$ cat src/design/timer_deadline_list_manager_assert.svh
// Assertion macros for the timer list manager.
`ifndef TIMER_DEADLINE_LIST_MANAGER_ASSERT_SVH
`define TIMER_DEADLINE_LIST_MANAGER_ASSERT_SVH
`ifndef SYNTHESIS
`define TDLM_ASSERT(lbl, prop, msg) \
  lbl: assert property (@(posedge clk) disable iff (!rst_n) prop) else $error(msg);
`define TDLM_ASSERT_ALWAYS(lbl, prop, msg) \
  lbl: assert property (@(posedge clk) prop) else $error(msg);
`else
`define TDLM_ASSERT(lbl, prop, msg)
`define TDLM_ASSERT_ALWAYS(lbl, prop, msg)
`endif
`endif

$ cat src/design/tdlm_pkg.sv
package tdlm_pkg;

  localparam int NUM_TIMERS = 32;
  localparam int NUM_QUEUES = 16;

  localparam int ID_W   = 5;
  localparam int Q_W    = 4;
  localparam int DL_W   = 32;
  localparam int DATA_W = 32;
  localparam int SLOT_W = $clog2(NUM_TIMERS);
  localparam int LINK_W = SLOT_W + 1;

  localparam logic [LINK_W-1:0] SENT = LINK_W'(NUM_TIMERS);
  localparam logic [DL_W-1:0]   ALL_ONES = '1;

  typedef enum logic [2:0] {
    OP_TICK    = 3'd0,
    OP_ALLOC   = 3'd1,
    OP_SETINFO = 3'd2,
    OP_SETTIME = 3'd3,
    OP_FREE    = 3'd4
  } op_t;

  typedef enum logic [2:0] {
    K_DONE   = 3'd0,
    K_EXPIRY = 3'd1,
    K_ALLOC  = 3'd2,
    K_NOSLOT = 3'd3,
    K_ERROR  = 3'd4
  } kind_t;

  typedef enum logic [1:0] {
    ST_FREE  = 2'd0,
    ST_ALLOC = 2'd1,
    ST_RUN   = 2'd2
  } st_t;

  typedef enum logic [3:0] {
    S_IDLE, S_EMIT,
    S_T_RD, S_T_CHK, S_T_END,
    S_INS_RD, S_INS_HEAD, S_NX_RD, S_NX_CHK, S_HEADW, S_W1, S_W2,
    S_FR_RD, S_FR_CHK, S_FR_TRD, S_FR_TCHK
  } state_t;

  typedef struct packed {
    logic                     vld;
    kind_t                    kind;
    logic [ID_W-1:0]          slot;
    logic [Q_W-1:0]           queue;
    logic signed [DATA_W-1:0] data;
    logic                     last;
  } res_t;

endpackage

$ cat src/design/tdlm_ram.sv
module tdlm_ram #(
  parameter int WIDTH = 8,
  parameter int DEPTH = 32
) (
  input  logic                     clk,
  input  logic                     we,
  input  logic [$clog2(DEPTH)-1:0] waddr,
  input  logic [WIDTH-1:0]         wdata,
  input  logic [$clog2(DEPTH)-1:0] raddr,
  output logic [WIDTH-1:0]         rdata
);

  logic [WIDTH-1:0] mem [DEPTH];

  always_ff @(posedge clk) begin
    if (we) begin
      mem[waddr] <= wdata;
    end
    rdata <= mem[raddr];
  end

endmodule

$ cat src/design/tdlm_out.sv
module tdlm_out (
  input  logic                                   clk,
  input  logic                                   rst_n,
  input  tdlm_pkg::res_t                         res,
  output logic                                   ready,
  output logic                                   out_valid,
  input  logic                                   out_stall,
  output logic [2:0]                             out_kind,
  output logic [tdlm_pkg::ID_W-1:0]              out_slot,
  output logic [tdlm_pkg::Q_W-1:0]               out_dest_queue,
  output logic signed [tdlm_pkg::DATA_W-1:0]     out_event_data,
  output logic                                   out_last
);

  logic           valid_r;
  tdlm_pkg::res_t data_r;

  assign ready = !valid_r || !out_stall;

  always_ff @(posedge clk) begin
    if (!rst_n) begin
      valid_r <= 1'b0;
    end else if (ready) begin
      valid_r <= res.vld;
    end
    if (ready && res.vld) begin
      data_r <= res;
    end
  end

  assign out_valid      = valid_r;
  assign out_kind       = 3'(data_r.kind);
  assign out_slot       = data_r.slot;
  assign out_dest_queue = data_r.queue;
  assign out_event_data = data_r.data;
  assign out_last       = data_r.last;

endmodule

$ cat src/design/tdlm_seq.sv
`include "timer_deadline_list_manager_assert.svh"

module tdlm_seq (
  input  logic                                  clk,
  input  logic                                  rst_n,
  input  logic                                  in_valid,
  output logic                                  in_stall,
  input  logic [2:0]                            in_opcode,
  input  logic [tdlm_pkg::ID_W-1:0]             in_timer_id,
  input  logic [tdlm_pkg::DL_W-1:0]             in_delay,
  input  logic [tdlm_pkg::Q_W-1:0]              in_queue_id,
  input  logic signed [tdlm_pkg::DATA_W-1:0]    in_payload,
  // list memory: {deadline, next}
  output logic [tdlm_pkg::SLOT_W-1:0]           rd_addr,
  output logic                                  lst_we,
  output logic [tdlm_pkg::SLOT_W-1:0]           lst_waddr,
  output logic [tdlm_pkg::DL_W+tdlm_pkg::LINK_W-1:0] lst_wdata,
  input  logic [tdlm_pkg::DL_W+tdlm_pkg::LINK_W-1:0] lst_rdata,
  // info memory: {queue, data}
  output logic                                  inf_we,
  output logic [tdlm_pkg::SLOT_W-1:0]           inf_waddr,
  output logic [tdlm_pkg::Q_W+tdlm_pkg::DATA_W-1:0] inf_wdata,
  input  logic [tdlm_pkg::Q_W+tdlm_pkg::DATA_W-1:0] inf_rdata,
  output tdlm_pkg::res_t                        res,
  input  logic                                  can_emit
);

  localparam int SW = tdlm_pkg::SLOT_W;
  localparam int LW = tdlm_pkg::LINK_W;
  localparam int DW = tdlm_pkg::DL_W;

  function automatic logic [LW-1:0] clamp(input logic [LW-1:0] l);
    clamp = (l >= tdlm_pkg::SENT) ? tdlm_pkg::SENT : l;
  endfunction

  tdlm_pkg::state_t state_r, state_nxt;
  logic [DW-1:0]    tick_r, tick_nxt;
  logic [DW-1:0]    early_r, early_nxt;
  logic [LW-1:0]    head_r, head_nxt;
  tdlm_pkg::st_t    status_r [tdlm_pkg::NUM_TIMERS];
  tdlm_pkg::st_t    status_nxt [tdlm_pkg::NUM_TIMERS];
  logic [tdlm_pkg::NUM_TIMERS-1:0] ivld_r, ivld_nxt;
  logic [SW-1:0]    tid_r, tid_nxt;
  logic [DW-1:0]    dl_r, dl_nxt;
  logic [SW-1:0]    prev_r, prev_nxt;
  logic [DW-1:0]    prev_dl_r, prev_dl_nxt;
  logic [LW-1:0]    nx_r, nx_nxt;
  logic             unl_head_r, unl_head_nxt;
  logic             pend_v_r, pend_v_nxt;
  logic [SW-1:0]    pend_slot_r, pend_slot_nxt;
  logic [tdlm_pkg::Q_W-1:0]    pend_q_r, pend_q_nxt;
  logic [tdlm_pkg::DATA_W-1:0] pend_d_r, pend_d_nxt;
  tdlm_pkg::kind_t  res_kind_r, res_kind_nxt;
  logic [SW-1:0]    res_slot_r, res_slot_nxt;

  logic [DW-1:0]    r_dl;
  logic [LW-1:0]    r_nx;
  logic [tdlm_pkg::Q_W-1:0]    r_q;
  logic [tdlm_pkg::DATA_W-1:0] r_d;
  logic [DW-1:0]    tick_inc;
  logic [SW-1:0]    t_in;
  logic             id_ok;
  logic             free_found;
  logic [SW-1:0]    free_idx;
  logic             expire;
  logic             t_go;

  assign r_dl     = lst_rdata[DW+LW-1:LW];
  assign r_nx     = lst_rdata[LW-1:0];
  assign r_q      = inf_rdata[tdlm_pkg::Q_W+tdlm_pkg::DATA_W-1:tdlm_pkg::DATA_W];
  assign r_d      = inf_rdata[tdlm_pkg::DATA_W-1:0];
  assign tick_inc = tick_r + DW'(1);
  assign t_in     = in_timer_id[SW-1:0];
  assign id_ok    = int'(in_timer_id) < tdlm_pkg::NUM_TIMERS;
  assign expire   = r_dl <= tick_r;
  // a previous expiry still has to go out before the next is taken
  assign t_go     = !(pend_v_r && !can_emit);
  assign in_stall = (state_r != tdlm_pkg::S_IDLE);

  always_comb begin
    free_found = 1'b0;
    free_idx   = '0;
    for (int i = tdlm_pkg::NUM_TIMERS - 1; i >= 0; i--) begin
      if (status_r[i] == tdlm_pkg::ST_FREE) begin
        free_found = 1'b1;
        free_idx   = SW'(i);
      end
    end
  end

  // next state
  always_comb begin
    state_nxt = state_r;
    case (state_r)
      tdlm_pkg::S_IDLE: begin
        if (in_valid) begin
          case (in_opcode)
            tdlm_pkg::OP_TICK: begin
              if (early_r > tick_inc) state_nxt = tdlm_pkg::S_EMIT;
              else if (head_r == tdlm_pkg::SENT) state_nxt = tdlm_pkg::S_T_END;
              else state_nxt = tdlm_pkg::S_T_RD;
            end
            tdlm_pkg::OP_SETTIME: begin
              if (!id_ok || status_r[t_in] != tdlm_pkg::ST_ALLOC)
                state_nxt = tdlm_pkg::S_EMIT;
              else if (head_r == tdlm_pkg::SENT) state_nxt = tdlm_pkg::S_HEADW;
              else state_nxt = tdlm_pkg::S_INS_RD;
            end
            tdlm_pkg::OP_FREE: begin
              if (!id_ok || status_r[t_in] != tdlm_pkg::ST_RUN)
                state_nxt = tdlm_pkg::S_EMIT;
              else if (head_r == LW'(t_in)) state_nxt = tdlm_pkg::S_FR_TRD;
              else state_nxt = tdlm_pkg::S_FR_RD;
            end
            default: state_nxt = tdlm_pkg::S_EMIT;
          endcase
        end
      end
      tdlm_pkg::S_EMIT:     if (can_emit) state_nxt = tdlm_pkg::S_IDLE;
      tdlm_pkg::S_T_RD:     state_nxt = tdlm_pkg::S_T_CHK;
      tdlm_pkg::S_T_CHK: begin
        if (!expire) state_nxt = tdlm_pkg::S_T_END;
        else if (t_go) begin
          state_nxt = (clamp(r_nx) == tdlm_pkg::SENT) ? tdlm_pkg::S_T_END
                                                      : tdlm_pkg::S_T_RD;
        end
      end
      tdlm_pkg::S_T_END:    if (can_emit) state_nxt = tdlm_pkg::S_IDLE;
      tdlm_pkg::S_INS_RD:   state_nxt = tdlm_pkg::S_INS_HEAD;
      tdlm_pkg::S_INS_HEAD: begin
        if (dl_r <= r_dl) state_nxt = tdlm_pkg::S_HEADW;
        else if (r_nx >= tdlm_pkg::SENT) state_nxt = tdlm_pkg::S_W1;
        else state_nxt = tdlm_pkg::S_NX_RD;
      end
      tdlm_pkg::S_NX_RD:    state_nxt = tdlm_pkg::S_NX_CHK;
      tdlm_pkg::S_NX_CHK: begin
        if (dl_r < r_dl) state_nxt = tdlm_pkg::S_W1;
        else if (r_nx >= tdlm_pkg::SENT) state_nxt = tdlm_pkg::S_W1;
        else state_nxt = tdlm_pkg::S_NX_RD;
      end
      tdlm_pkg::S_HEADW:    state_nxt = tdlm_pkg::S_EMIT;
      tdlm_pkg::S_W1:       state_nxt = tdlm_pkg::S_W2;
      tdlm_pkg::S_W2:       state_nxt = tdlm_pkg::S_EMIT;
      tdlm_pkg::S_FR_RD:    state_nxt = tdlm_pkg::S_FR_CHK;
      tdlm_pkg::S_FR_CHK: begin
        if (r_nx == LW'(tid_r)) state_nxt = tdlm_pkg::S_FR_TRD;
        else if (r_nx >= tdlm_pkg::SENT) state_nxt = tdlm_pkg::S_EMIT;
        else state_nxt = tdlm_pkg::S_FR_RD;
      end
      tdlm_pkg::S_FR_TRD:   state_nxt = tdlm_pkg::S_FR_TCHK;
      tdlm_pkg::S_FR_TCHK:  state_nxt = tdlm_pkg::S_EMIT;
      default:              state_nxt = tdlm_pkg::S_IDLE;
    endcase
  end

  // datapath and outputs
  always_comb begin
    tick_nxt     = tick_r;
    early_nxt    = early_r;
    head_nxt     = head_r;
    status_nxt   = status_r;
    ivld_nxt     = ivld_r;
    tid_nxt      = tid_r;
    dl_nxt       = dl_r;
    prev_nxt     = prev_r;
    prev_dl_nxt  = prev_dl_r;
    nx_nxt       = nx_r;
    unl_head_nxt = unl_head_r;
    pend_v_nxt   = pend_v_r;
    pend_slot_nxt = pend_slot_r;
    pend_q_nxt   = pend_q_r;
    pend_d_nxt   = pend_d_r;
    res_kind_nxt = res_kind_r;
    res_slot_nxt = res_slot_r;
    rd_addr      = head_r[SW-1:0];
    lst_we       = 1'b0;
    lst_waddr    = tid_r;
    lst_wdata    = {dl_r, nx_r};
    inf_we       = 1'b0;
    inf_waddr    = t_in;
    inf_wdata    = {in_queue_id, in_payload};
    res          = '0;

    case (state_r)
      tdlm_pkg::S_IDLE: begin
        if (in_valid) begin
          res_kind_nxt = tdlm_pkg::K_DONE;
          res_slot_nxt = '0;
          tid_nxt      = t_in;
          case (in_opcode)
            tdlm_pkg::OP_TICK: tick_nxt = tick_inc;
            tdlm_pkg::OP_ALLOC: begin
              if (free_found) begin
                status_nxt[free_idx] = tdlm_pkg::ST_ALLOC;
                res_kind_nxt = tdlm_pkg::K_ALLOC;
                res_slot_nxt = free_idx;
              end else begin
                res_kind_nxt = tdlm_pkg::K_NOSLOT;
              end
            end
            tdlm_pkg::OP_SETINFO: begin
              if (!id_ok || int'(in_queue_id) >= tdlm_pkg::NUM_QUEUES) begin
                res_kind_nxt = tdlm_pkg::K_ERROR;
              end else begin
                inf_we         = 1'b1;
                ivld_nxt[t_in] = 1'b1;
              end
            end
            tdlm_pkg::OP_SETTIME: begin
              if (!id_ok || status_r[t_in] != tdlm_pkg::ST_ALLOC) begin
                res_kind_nxt = tdlm_pkg::K_ERROR;
              end else begin
                status_nxt[t_in] = tdlm_pkg::ST_RUN;
                dl_nxt = tick_r + in_delay;
              end
            end
            tdlm_pkg::OP_FREE: begin
              if (!id_ok) begin
                res_kind_nxt = tdlm_pkg::K_ERROR;
              end else begin
                status_nxt[t_in] = tdlm_pkg::ST_FREE;
                prev_nxt     = head_r[SW-1:0];
                unl_head_nxt = (head_r == LW'(t_in));
              end
            end
            default: res_kind_nxt = tdlm_pkg::K_ERROR;
          endcase
        end
      end
      tdlm_pkg::S_EMIT: begin
        res.vld  = can_emit;
        res.kind = res_kind_r;
        res.slot = res_slot_r;
        res.last = 1'b1;
      end
      tdlm_pkg::S_T_CHK: begin
        if (!expire) begin
          early_nxt = r_dl;
        end else if (t_go) begin
          if (pend_v_r) begin
            res.vld   = 1'b1;
            res.kind  = tdlm_pkg::K_EXPIRY;
            res.slot  = pend_slot_r;
            res.queue = pend_q_r;
            res.data  = pend_d_r;
          end
          status_nxt[head_r[SW-1:0]] = tdlm_pkg::ST_FREE;
          pend_v_nxt    = 1'b1;
          pend_slot_nxt = head_r[SW-1:0];
          pend_q_nxt    = ivld_r[head_r[SW-1:0]] ? r_q : '0;
          pend_d_nxt    = ivld_r[head_r[SW-1:0]] ? r_d : '1;
          head_nxt      = clamp(r_nx);
        end
      end
      tdlm_pkg::S_T_END: begin
        if (head_r == tdlm_pkg::SENT) early_nxt = tdlm_pkg::ALL_ONES;
        if (can_emit) begin
          res.vld  = 1'b1;
          res.last = 1'b1;
          if (pend_v_r) begin
            res.kind  = tdlm_pkg::K_EXPIRY;
            res.slot  = pend_slot_r;
            res.queue = pend_q_r;
            res.data  = pend_d_r;
          end else begin
            res.kind = tdlm_pkg::K_DONE;
          end
          pend_v_nxt = 1'b0;
        end
      end
      tdlm_pkg::S_INS_HEAD: begin
        prev_nxt    = head_r[SW-1:0];
        prev_dl_nxt = r_dl;
        nx_nxt      = clamp(r_nx);
      end
      tdlm_pkg::S_NX_RD: rd_addr = nx_r[SW-1:0];
      tdlm_pkg::S_NX_CHK: begin
        rd_addr = nx_r[SW-1:0];
        if (!(dl_r < r_dl)) begin
          prev_nxt    = nx_r[SW-1:0];
          prev_dl_nxt = r_dl;
          nx_nxt      = clamp(r_nx);
        end
      end
      tdlm_pkg::S_HEADW: begin
        lst_we    = 1'b1;
        lst_wdata = {dl_r, head_r};
        head_nxt  = LW'(tid_r);
        early_nxt = dl_r;
      end
      tdlm_pkg::S_W1: lst_we = 1'b1;
      tdlm_pkg::S_W2: begin
        lst_we    = 1'b1;
        lst_waddr = prev_r;
        lst_wdata = {prev_dl_r, LW'(tid_r)};
      end
      tdlm_pkg::S_FR_RD: rd_addr = prev_r;
      tdlm_pkg::S_FR_CHK: begin
        rd_addr = prev_r;
        if (r_nx == LW'(tid_r)) prev_dl_nxt = r_dl;
        else if (r_nx < tdlm_pkg::SENT) prev_nxt = r_nx[SW-1:0];
      end
      tdlm_pkg::S_FR_TRD: rd_addr = tid_r;
      tdlm_pkg::S_FR_TCHK: begin
        rd_addr = tid_r;
        if (unl_head_r) begin
          head_nxt = clamp(r_nx);
        end else begin
          lst_we    = 1'b1;
          lst_waddr = prev_r;
          lst_wdata = {prev_dl_r, clamp(r_nx)};
        end
      end
      default: ;
    endcase
  end

  always_ff @(posedge clk) begin
    if (!rst_n) begin
      state_r  <= tdlm_pkg::S_IDLE;
      tick_r   <= '0;
      early_r  <= tdlm_pkg::ALL_ONES;
      head_r   <= tdlm_pkg::SENT;
      ivld_r   <= '0;
      pend_v_r <= 1'b0;
      for (int i = 0; i < tdlm_pkg::NUM_TIMERS; i++) begin
        status_r[i] <= tdlm_pkg::ST_FREE;
      end
    end else begin
      state_r  <= state_nxt;
      tick_r   <= tick_nxt;
      early_r  <= early_nxt;
      head_r   <= head_nxt;
      ivld_r   <= ivld_nxt;
      pend_v_r <= pend_v_nxt;
      status_r <= status_nxt;
    end
    tid_r       <= tid_nxt;
    dl_r        <= dl_nxt;
    prev_r      <= prev_nxt;
    prev_dl_r   <= prev_dl_nxt;
    nx_r        <= nx_nxt;
    unl_head_r  <= unl_head_nxt;
    pend_slot_r <= pend_slot_nxt;
    pend_q_r    <= pend_q_nxt;
    pend_d_r    <= pend_d_nxt;
    res_kind_r  <= res_kind_nxt;
    res_slot_r  <= res_slot_nxt;
  end

  `TDLM_ASSERT(a_head_range, head_r <= tdlm_pkg::SENT, "head link past sentinel")
  `TDLM_ASSERT(a_emit_ready, res.vld |-> can_emit, "result pushed into full output")
  `TDLM_ASSERT(a_idle_no_pend, state_r == tdlm_pkg::S_IDLE |-> !pend_v_r, "expiry left behind")
  `TDLM_ASSERT_ALWAYS(a_rst, !rst_n |=> (state_r == tdlm_pkg::S_IDLE && !pend_v_r), "bad reset")

endmodule

$ cat src/design/timer_deadline_list_manager.sv
// Deadline-sorted timer list manager.
// Input channel (in_valid/in_stall): one command item per accept: tick,
// allocate, set info, set time or free. Result channel (out_valid/out_stall):
// each command yields one result, a tick yields one expiry item per expired
// timer in deadline order (out_last on the final one) or a single done item.
// Allocate, set info and errors need no list walk. Set time and free walk the
// list an entry per step and a tick steps once per expired timer; every step of
// a list walk goes through the registered read of the list memory.
// One command is in work at a time; in_stall is high until its last result
// has entered the output register, which holds while out_stall is high.
// Reset (synchronous, active low) empties the list, frees all slots, clears
// the tick count and sets queue/data of every slot to 0/all ones; the list
// memory needs no clearing pass, since only linked entries are ever read.
module timer_deadline_list_manager (
  input  logic                               clk,
  input  logic                               rst_n,
  input  logic                               in_valid,
  output logic                               in_stall,
  input  logic [2:0]                         in_opcode,
  input  logic [tdlm_pkg::ID_W-1:0]          in_timer_id,
  input  logic [tdlm_pkg::DL_W-1:0]          in_delay,
  input  logic [tdlm_pkg::Q_W-1:0]           in_queue_id,
  input  logic signed [tdlm_pkg::DATA_W-1:0] in_payload,
  output logic                               out_valid,
  input  logic                               out_stall,
  output logic [2:0]                         out_kind,
  output logic [tdlm_pkg::ID_W-1:0]          out_slot,
  output logic [tdlm_pkg::Q_W-1:0]           out_dest_queue,
  output logic signed [tdlm_pkg::DATA_W-1:0] out_event_data,
  output logic                               out_last
);

  localparam int LST_W = tdlm_pkg::DL_W + tdlm_pkg::LINK_W;
  localparam int INF_W = tdlm_pkg::Q_W + tdlm_pkg::DATA_W;

  logic [tdlm_pkg::SLOT_W-1:0] rd_addr;
  logic                        lst_we;
  logic [tdlm_pkg::SLOT_W-1:0] lst_waddr;
  logic [LST_W-1:0]            lst_wdata, lst_rdata;
  logic                        inf_we;
  logic [tdlm_pkg::SLOT_W-1:0] inf_waddr;
  logic [INF_W-1:0]            inf_wdata, inf_rdata;
  tdlm_pkg::res_t              res;
  logic                        can_emit;

  tdlm_seq u_seq (
    .clk, .rst_n, .in_valid, .in_stall, .in_opcode, .in_timer_id,
    .in_delay, .in_queue_id, .in_payload,
    .rd_addr, .lst_we, .lst_waddr, .lst_wdata, .lst_rdata,
    .inf_we, .inf_waddr, .inf_wdata, .inf_rdata,
    .res, .can_emit
  );

  tdlm_ram #(.WIDTH(LST_W), .DEPTH(tdlm_pkg::NUM_TIMERS)) u_lst_ram (
    .clk, .we(lst_we), .waddr(lst_waddr), .wdata(lst_wdata),
    .raddr(rd_addr), .rdata(lst_rdata)
  );

  tdlm_ram #(.WIDTH(INF_W), .DEPTH(tdlm_pkg::NUM_TIMERS)) u_inf_ram (
    .clk, .we(inf_we), .waddr(inf_waddr), .wdata(inf_wdata),
    .raddr(rd_addr), .rdata(inf_rdata)
  );

  tdlm_out u_out (
    .clk, .rst_n, .res, .ready(can_emit), .out_valid, .out_stall,
    .out_kind, .out_slot, .out_dest_queue, .out_event_data, .out_last
  );

endmodule

$ cat config.mk
export PLATFORM = sky130hd
export DESIGN_NAME = timer_deadline_list_manager
export DESIGN_NICKNAME = d
export VERILOG_FILES = /design/src/design/tdlm_pkg.sv /design/src/design/tdlm_ram.sv /design/src/design/tdlm_out.sv /design/src/design/tdlm_seq.sv /design/src/design/timer_deadline_list_manager.sv
export VERILOG_INCLUDE_DIRS = /design/src /design/src/design
export SDC_FILE = /design/constraint.sdc
export NUM_CORES = 2
export LEC_CHECK = 0
export ABC_CLOCK_PERIOD_IN_PS = 6700
export BUFFER_PORTS_ARGS = -buffer_cell sky130_fd_sc_hd__buf_4
export CAP_MARGIN = 10
export CORE_UTILIZATION = 65
export CTS_BUF_LIST = sky130_fd_sc_hd__clkbuf_4
export CTS_CLUSTER_DIAMETER = 30
export DETAILED_ROUTE_END_ITERATION = 6
export PLACE_DENSITY_LB_ADDON = 0.25
export SETUP_SLACK_MARGIN = 0.1
export SLEW_MARGIN = 40
export SYNTH_ARGS = -nofsm -noshare
export SYNTH_HDL_FRONTEND = slang
export SYNTH_HIERARCHICAL = 1
export SYNTH_SLANG_ARGS = --single-unit
$ cat constraint.sdc
create_clock -name clk -period 6.7 [get_ports clk]
set_input_delay 1.34 -clock clk [delete_from_list [all_inputs] [get_ports clk]]
set_output_delay 1.34 -clock clk [all_outputs]
set_load 0.05 [all_outputs]
## Word-level counts from Yosys, hierarchy flattened

Memories as Yosys holds them, arrays and structs flattened. A register that Yosys moved wholly into a read port is not among the register bits.
Cells that the tools add are included.

- Bits in registers: 347
- Memory bits (writable): 2368
- Output and inout bits: 47
- Memories kept: 2

- Add/sub/neg operators: 2
- Magnitude comparators: 15
- Equal/unequal tests: 42
- Multiplexer cells: 151
- Bitwise gates (word level): 16
- Reductions and logical operators: 74

Memory list:

| name | depth | bits a word | read ports | clocked after Yosys merged registers in | wr ports | line | RTL |
|---|---|---|---|---|---|---|---|
| u_lst_ram.mem | 32 | 38 | 1 | 1 | 1 | tdlm_ram.sv:13 | `logic [WIDTH-1:0] mem [DEPTH];` |
| u_inf_ram.mem | 32 | 36 | 1 | 1 | 1 | tdlm_ram.sv:13 |  |

Operators by type and width:

| cell | number |
|---|---|
| 64-bit two-way mux | 5 |
| 32-bit case mux with 3 select lines | 2 |
| 64-bit case mux with 3 select lines | 1 |
| 5-bit two-way mux | 38 |
| 45-bit two-way mux | 3 |
| 64-bit bitwise AND | 2 |
| 32-bit two-way mux | 4 |
| 64-bit inverter | 2 |
| 64-bit case mux with 2 select lines | 1 |
| 38-bit case mux with 3 select lines | 1 |
| 32-bit OR | 3 |
| 36-bit case mux with 2 select lines | 1 |
| 32-bit bitwise AND | 2 |
| 32-bit <= comparator | 2 |
| 2-bit zero test | 32 |
| 32-bit inverter | 2 |
| 4-bit two-way mux | 13 |
| 4-bit case mux with 13 select lines | 1 |
| 1-bit two-way mux | 47 |
| 46-bit two-way mux | 1 |
| 41-bit two-way mux | 1 |
| 38-bit two-way mux | 1 |
| 32-bit by 1-bit adder with 32-bit output, second input constant | 1 |
| 32-bit adder | 1 |
| other kinds (54) | 133 |

## Logic depth before layout (Yosys ltp)

- Word-level depth: 44
- Gate-level depth with buffers: 20
- Gate-level depth less buffers: 19

## By module

The synthesis kept the hierarchy.

Modules (own cells, without submodules):

| module | instances | cells each | area each (µm²) | sequential area each (µm²) |
|---|---|---|---|---|
| tdlm_ram at u_lst_ram | 1 | 2675 | 48161.2 | 37275.8 |
| tdlm_ram at u_inf_ram | 1 | 2536 | 45529.9 | 35313.9 |
| tdlm_seq | 1 | 2298 | 19940.4 | 7327.0 |
| tdlm_out | 1 | 50 | 1392.6 | 1371.3 |

## Worst setup path after synthesis

OpenSTA, ideal clock, no wires.

- Path type: reg2reg
- Start point: register u_seq.tick_r[22]
- End point: register u_seq/status_r[30] in the netlist's numbering
- Setup time: 0.058 ns
- Arrival: 5.880 ns
- Data required time: 6.642 ns
- Slack: 0.762 ns
- Cell stages (with the launch flop): 12
- Path buffers: 0
- Cells stage by stage: dfxtp_1 > inv_1 > ha_1 > nand3_1 > or4_1 > nand4b_1 > o21ai_1 > o31ai_1 > nor3_1 > o211ai_1 > nor2_1 > o221a_2

- Cells in the longest elaborated chain, start to end: 3

RTL lines:

| item | line | RTL |
|---|---|---|
| from (decl) | tdlm_seq.sv:37 | `logic [DW-1:0] tick_r, tick_nxt;` |
| from (signal assigned) | tdlm_seq.sv:331 | `tick_r <= tick_nxt;` |
| 32-bit <= comparator | tdlm_seq.sv:75 | `assign expire = r_dl <= tick_r;` |
| 2-bit by 1-bit inequality test with 1-bit output (no source line) | - |  |
| 7-bit AND reduction (no source line) | - |  |
| to (signal, indexed assignment) | tdlm_seq.sv:327 | `status_r[i] <= tdlm_pkg::ST_FREE;` |
| to (signal assigned) | tdlm_seq.sv:336 | `status_r <= status_nxt;` |
| to (decl) | tdlm_seq.sv:40 | `tdlm_pkg::st_t status_r [tdlm_pkg::NUM_TIMERS];` |

No other way between the ends.
A chain may end at the register's enable or synchronous reset.

## Worst setup path in the final report

- Start point: register u_seq.tick_r[0]
- End point: register u_seq.state_r[2]

- Cells in the longest elaborated chain, start to end: 6

RTL lines:

| item | line | RTL |
|---|---|---|
| 32-bit by 1-bit adder with 32-bit output | tdlm_seq.sv:72 | `assign tick_inc = tick_r + DW'(1);` |
| 32-bit > comparator | tdlm_seq.sv:99 | `if (early_r > tick_inc) state_nxt = tdlm_pkg::S_EMIT;` |
| 4-bit two-way mux | tdlm_seq.sv:99 |  |
| 4-bit case mux with 3 select lines | tdlm_seq.sv:97 | `case (in_opcode)` |
| 4-bit two-way mux | tdlm_seq.sv:96 | `if (in_valid) begin` |
| 4-bit case mux with 13 select lines | tdlm_seq.sv:94 | `case (state_r)` |
| to (signal assigned) | tdlm_seq.sv:320 | `state_r <= tdlm_pkg::S_IDLE;` |
| to (signal assigned) | tdlm_seq.sv:330 | `state_r <= state_nxt;` |
| to (decl) | tdlm_seq.sv:36 | `tdlm_pkg::state_t state_r, state_nxt;` |

Several ways; a longest one is shown, not always the timed one. The select of a mux whose other input is x is not followed.

==> metrics.txt <==
status completed; reg2reg end u_seq/state_r[2]$_SDFFE_PN0P_; CP Launch Type flip-flop; TritonCTS Sinks 2,789; Hold Vio Cnt, Final 0; most frequent cells in the layout edfxtp_1, mux2i_1, clkbuf_4, nand2_1, a21oi_1; Worst Max-Slew Pin Slew 0.966 ns; synthesized flop and latch total 2,789; num ports 127; die area 0.179 sq mm; RSZ-0062 raised after global routing no; CTS tree done; maximum buffer depth of the clock tree 4; Max Slew Vio Count 0; fin nets 8,398; min Tclk post-route 5.24 ns; drt wl/cell 27.7 microns; cts bufs inserted 699; Place WS 1.53 ns; all-layer global routing usage 0.341; vias in the first global route 71,200; sequential share of the synthesized area 0.707; Worst path top cell family by delay simple AND/OR/NAND/NOR gates; f_max 0.191 GHz; relative slew slack 0.355; post-synthesis cell type count 87; worst hold stages 3; CP max-delay cell or4_1; data required time at the worst endpoint 8.13 ns; Cell Area, Synth 0.115 sq mm; Worst Path Max Fanout 11; Syn Nets 7,768; Final setup violation count 0; Hold Crit Start out_stall; Die Height 423 microns; post-DP HPWL 185 mm; Most common cell on crit path nor3_1; vias per inst 6.49; worst hold path class input port to flip-flop; Worst VDD drop 0.000267 V; antenna violations before repair 16; post-CTS sizing 0; clock root buffer master clkbuf_4; worst setup margin 1.46 ns; Synth Warn # 6; LEAKAGE 41.7 nW; Critical Path Start u_seq/tick_r[0]$_SDFFE_PN0P_; dpl cells 9,821; period utilization 0.783; Worst Reg2Reg Path Length in Cells 19; # fillers 10,800; Hold-fix buffers, CTS 0; share of cells above drive strength 1 0.195; slowest cell delay on critical path 0.52 ns; post-route cell area 0.129 sq mm; Area after DPL 0.120 sq mm; Initial Util 0.654; Post-Layout Cell Count 11,100; Horiz. Die Dim 423 microns; DRT antenna net count 0; DRT iter0 DRCs 8,753; setup TNS 0 ns; Setup Buffers After CTS 0; Worst Setup End Kind flip-flop; Final Skew 0.118 ns; syn avg cell area 15.2 sq um; Critical R2R Launch u_seq/tick_r[0]$_SDFFE_PN0P_; total of max-cap violations 0; Critical Path, Cell by Cell ha_1 > nand3_1 > nor3_1 > nand2_1 > nor3_1 > nor4b_2 > and3_1 > nand3_1 > xnor2_1 > ha_1 > nand4_1 > nor3_1 > nand2_1 > or4_1 > o31a_1 > nor3_1 > nand2_1 > a21oi_1 > o31a_1; most common cell after layout, fill and taps aside edfxtp_1; 1st-pass router iterations 7; async set-or-reset flop fraction in the synthesized netlist 0; # DRC 0; count of mapped cells out of synthesis 7,559; grt ovf 0; largest net degree at the start of global routing 92; top_reg_cell synth edfxtp_1; placement row count 154; PD cells 330 mW/mm^2; global placement routability congestion 0.926; Skew-Pair Late Insertion Delay 1.49 ns; Clock H-tree levels 6; area delta synth->final 12.3%; critical path class flip-flop to flip-flop; Hold EP u_out/out_valid$_SDFFE_PN0P_; flop2flop setup slack 1.46 ns; core region area 0.176 sq mm; first-pass GRT wire length 448 mm; total number of vias 71,900; WL final 307 mm; Post-synth EDFFs 2,543; Critical Path AT 6.67 ns; CP bufs+invs 0; port bufs 126; clock slew at reported path FFs 0.06 ns
==> flip-flops by register name, summed over array words and instances, names as in the netlist, 3 cells and up <==
register / cells
u_inf_ram/mem: 1152
u_inf_ram/rdata: 36
u_lst_ram/mem: 1216
u_lst_ram/rdata: 38
u_out/out_dest_queue: 4
u_out/out_event_data: 32
u_out/out_kind: 3
u_out/out_slot: 5
u_seq/dl_r: 32
u_seq/early_r: 32
u_seq/head_r: 6
u_seq/ivld_r: 32
u_seq/nx_r: 6
u_seq/pend_d_r: 32
u_seq/pend_q_r: 4
u_seq/pend_slot_r: 5
u_seq/prev_dl_r: 32
u_seq/prev_r: 5
u_seq/res_kind_r: 3
u_seq/res_slot_r: 5
u_seq/state_r: 4
u_seq/status_r: 64
u_seq/tick_r: 32
u_seq/tid_r: 5
==> area by class of cell <==
type | instances | area, sq um | area share
tap | 2340 | 2930 | 0.0227
sequential | 2789 | 81300 | 0.629
clock buffer | 1036 | 7780 | 0.0602
inverter | 107 | 402 | 0.00311
multi-input combinational | 4199 | 31300 | 0.242
timing repair buffer | 393 | 4180 | 0.0324
clock inverter | 208 | 1230 | 0.00953
antenna | 14 | 35.0 | 0.000271
==> logic make-up after synthesis <==
logic type | share of synthesized area
AOI/OAI and AO/OA | 0.0735
muxes | 0.112
buffers and inverters | 0.0273
DFF | 0.707
adders and majority gates | 0.0141
and+or+nand+nor | 0.0594
xor gates and xnor gates | 0.00708
==> power by group <==
| group | internal (mW) | total, mW | switching (mW) | leakage, nW |
|---|---|---|---|---|
| Combinational | 2.88 | 8.02 | 5.14 | 11.3 |
| Clock | 7.66 | 14.4 | 6.71 | 5.38 |
| Sequential | 19.6 | 20.3 | 0.696 | 25.0 |
| Total | 30.1 | 42.6 | 12.5 | 41.7 |
==> worst register-to-register path: stages (launching register included) <==
cell	delay [ns]
dfxtp_1	0.45
ha_1	0.25
nand3_1	0.17
nor3_1	0.33
nand2_1	0.32
nor3_1	0.48
nor4b_2	0.43
and3_1	0.35
nand3_1	0.14
xnor2_1	0.17
ha_1	0.30
nand4_1	0.12
nor3_1	0.25
nand2_1	0.14
or4_1	0.52
o31a_1	0.13
nor3_1	0.29
nand2_1	0.09
a21oi_1	0.17
o31a_1	0.14
==> cells in the mapped netlist (82+ instances only) <==
| master | instances | share of area |
|---|---|---|
| a31oi_1 | 126 | 0.0069 |
| a22oi_1 | 230 | 0.015 |
| nand2_1 | 484 | 0.016 |
| dfxtp_1 | 246 | 0.043 |
| o21ai_0 | 105 | 0.0046 |
| nor2_1 | 328 | 0.011 |
| buf_4 | 114 | 0.0074 |
| ha_1 | 128 | 0.014 |
| mux2i_1 | 1213 | 0.11 |
| a21oi_1 | 345 | 0.015 |
| clkbuf_1 | 175 | 0.0057 |
| a22o_1 | 156 | 0.012 |
| buf_2 | 83 | 0.0036 |
| inv_1 | 106 | 0.0035 |
| nand3_1 | 274 | 0.012 |
| xnor2_1 | 82 | 0.0062 |
| nor3_1 | 133 | 0.0058 |
| edfxtp_1 | 2543 | 0.66 |
==> per-stage QoR <==
step	total power, mW	utilization	hold slack, ns
floorplan	25.8	-	0.406
global placement	28.2	0.677	0.441
detailed placement	28.4	0.682	0.456
CTS	42.7	0.733	0.00218
global route	44.2	0.734	0.110
finish	42.6	0.734	0.122
==> worst max path at each step <==
stage                     slack (ns)  depth (start not counted)                         endpoint
final                           1.46                         19    u_seq/state_r[2]$_SDFFE_PN0P_
after CTS                       1.48                         19    u_seq/state_r[2]$_SDFFE_PN0P_
after detailed placement        1.53                         19    u_seq/state_r[0]$_SDFFE_PN0P_
after global routing            1.00                         19    u_seq/state_r[2]$_SDFFE_PN0P_
after floorplan                 0.76                         11  u_seq/status_r[30]$_SDFFE_PN0P_
after global placement          1.38                         19    u_seq/state_r[0]$_SDFFE_PN0P_
==> routing by layer <==
layer  wire length, microns  global-route usage
met4                  12700               0.154
met3                  38200              0.0828
met2                 138000               0.509
met5                     32             0.00108
met1                 118000               0.479
Power figures use the tool's default switching activity.
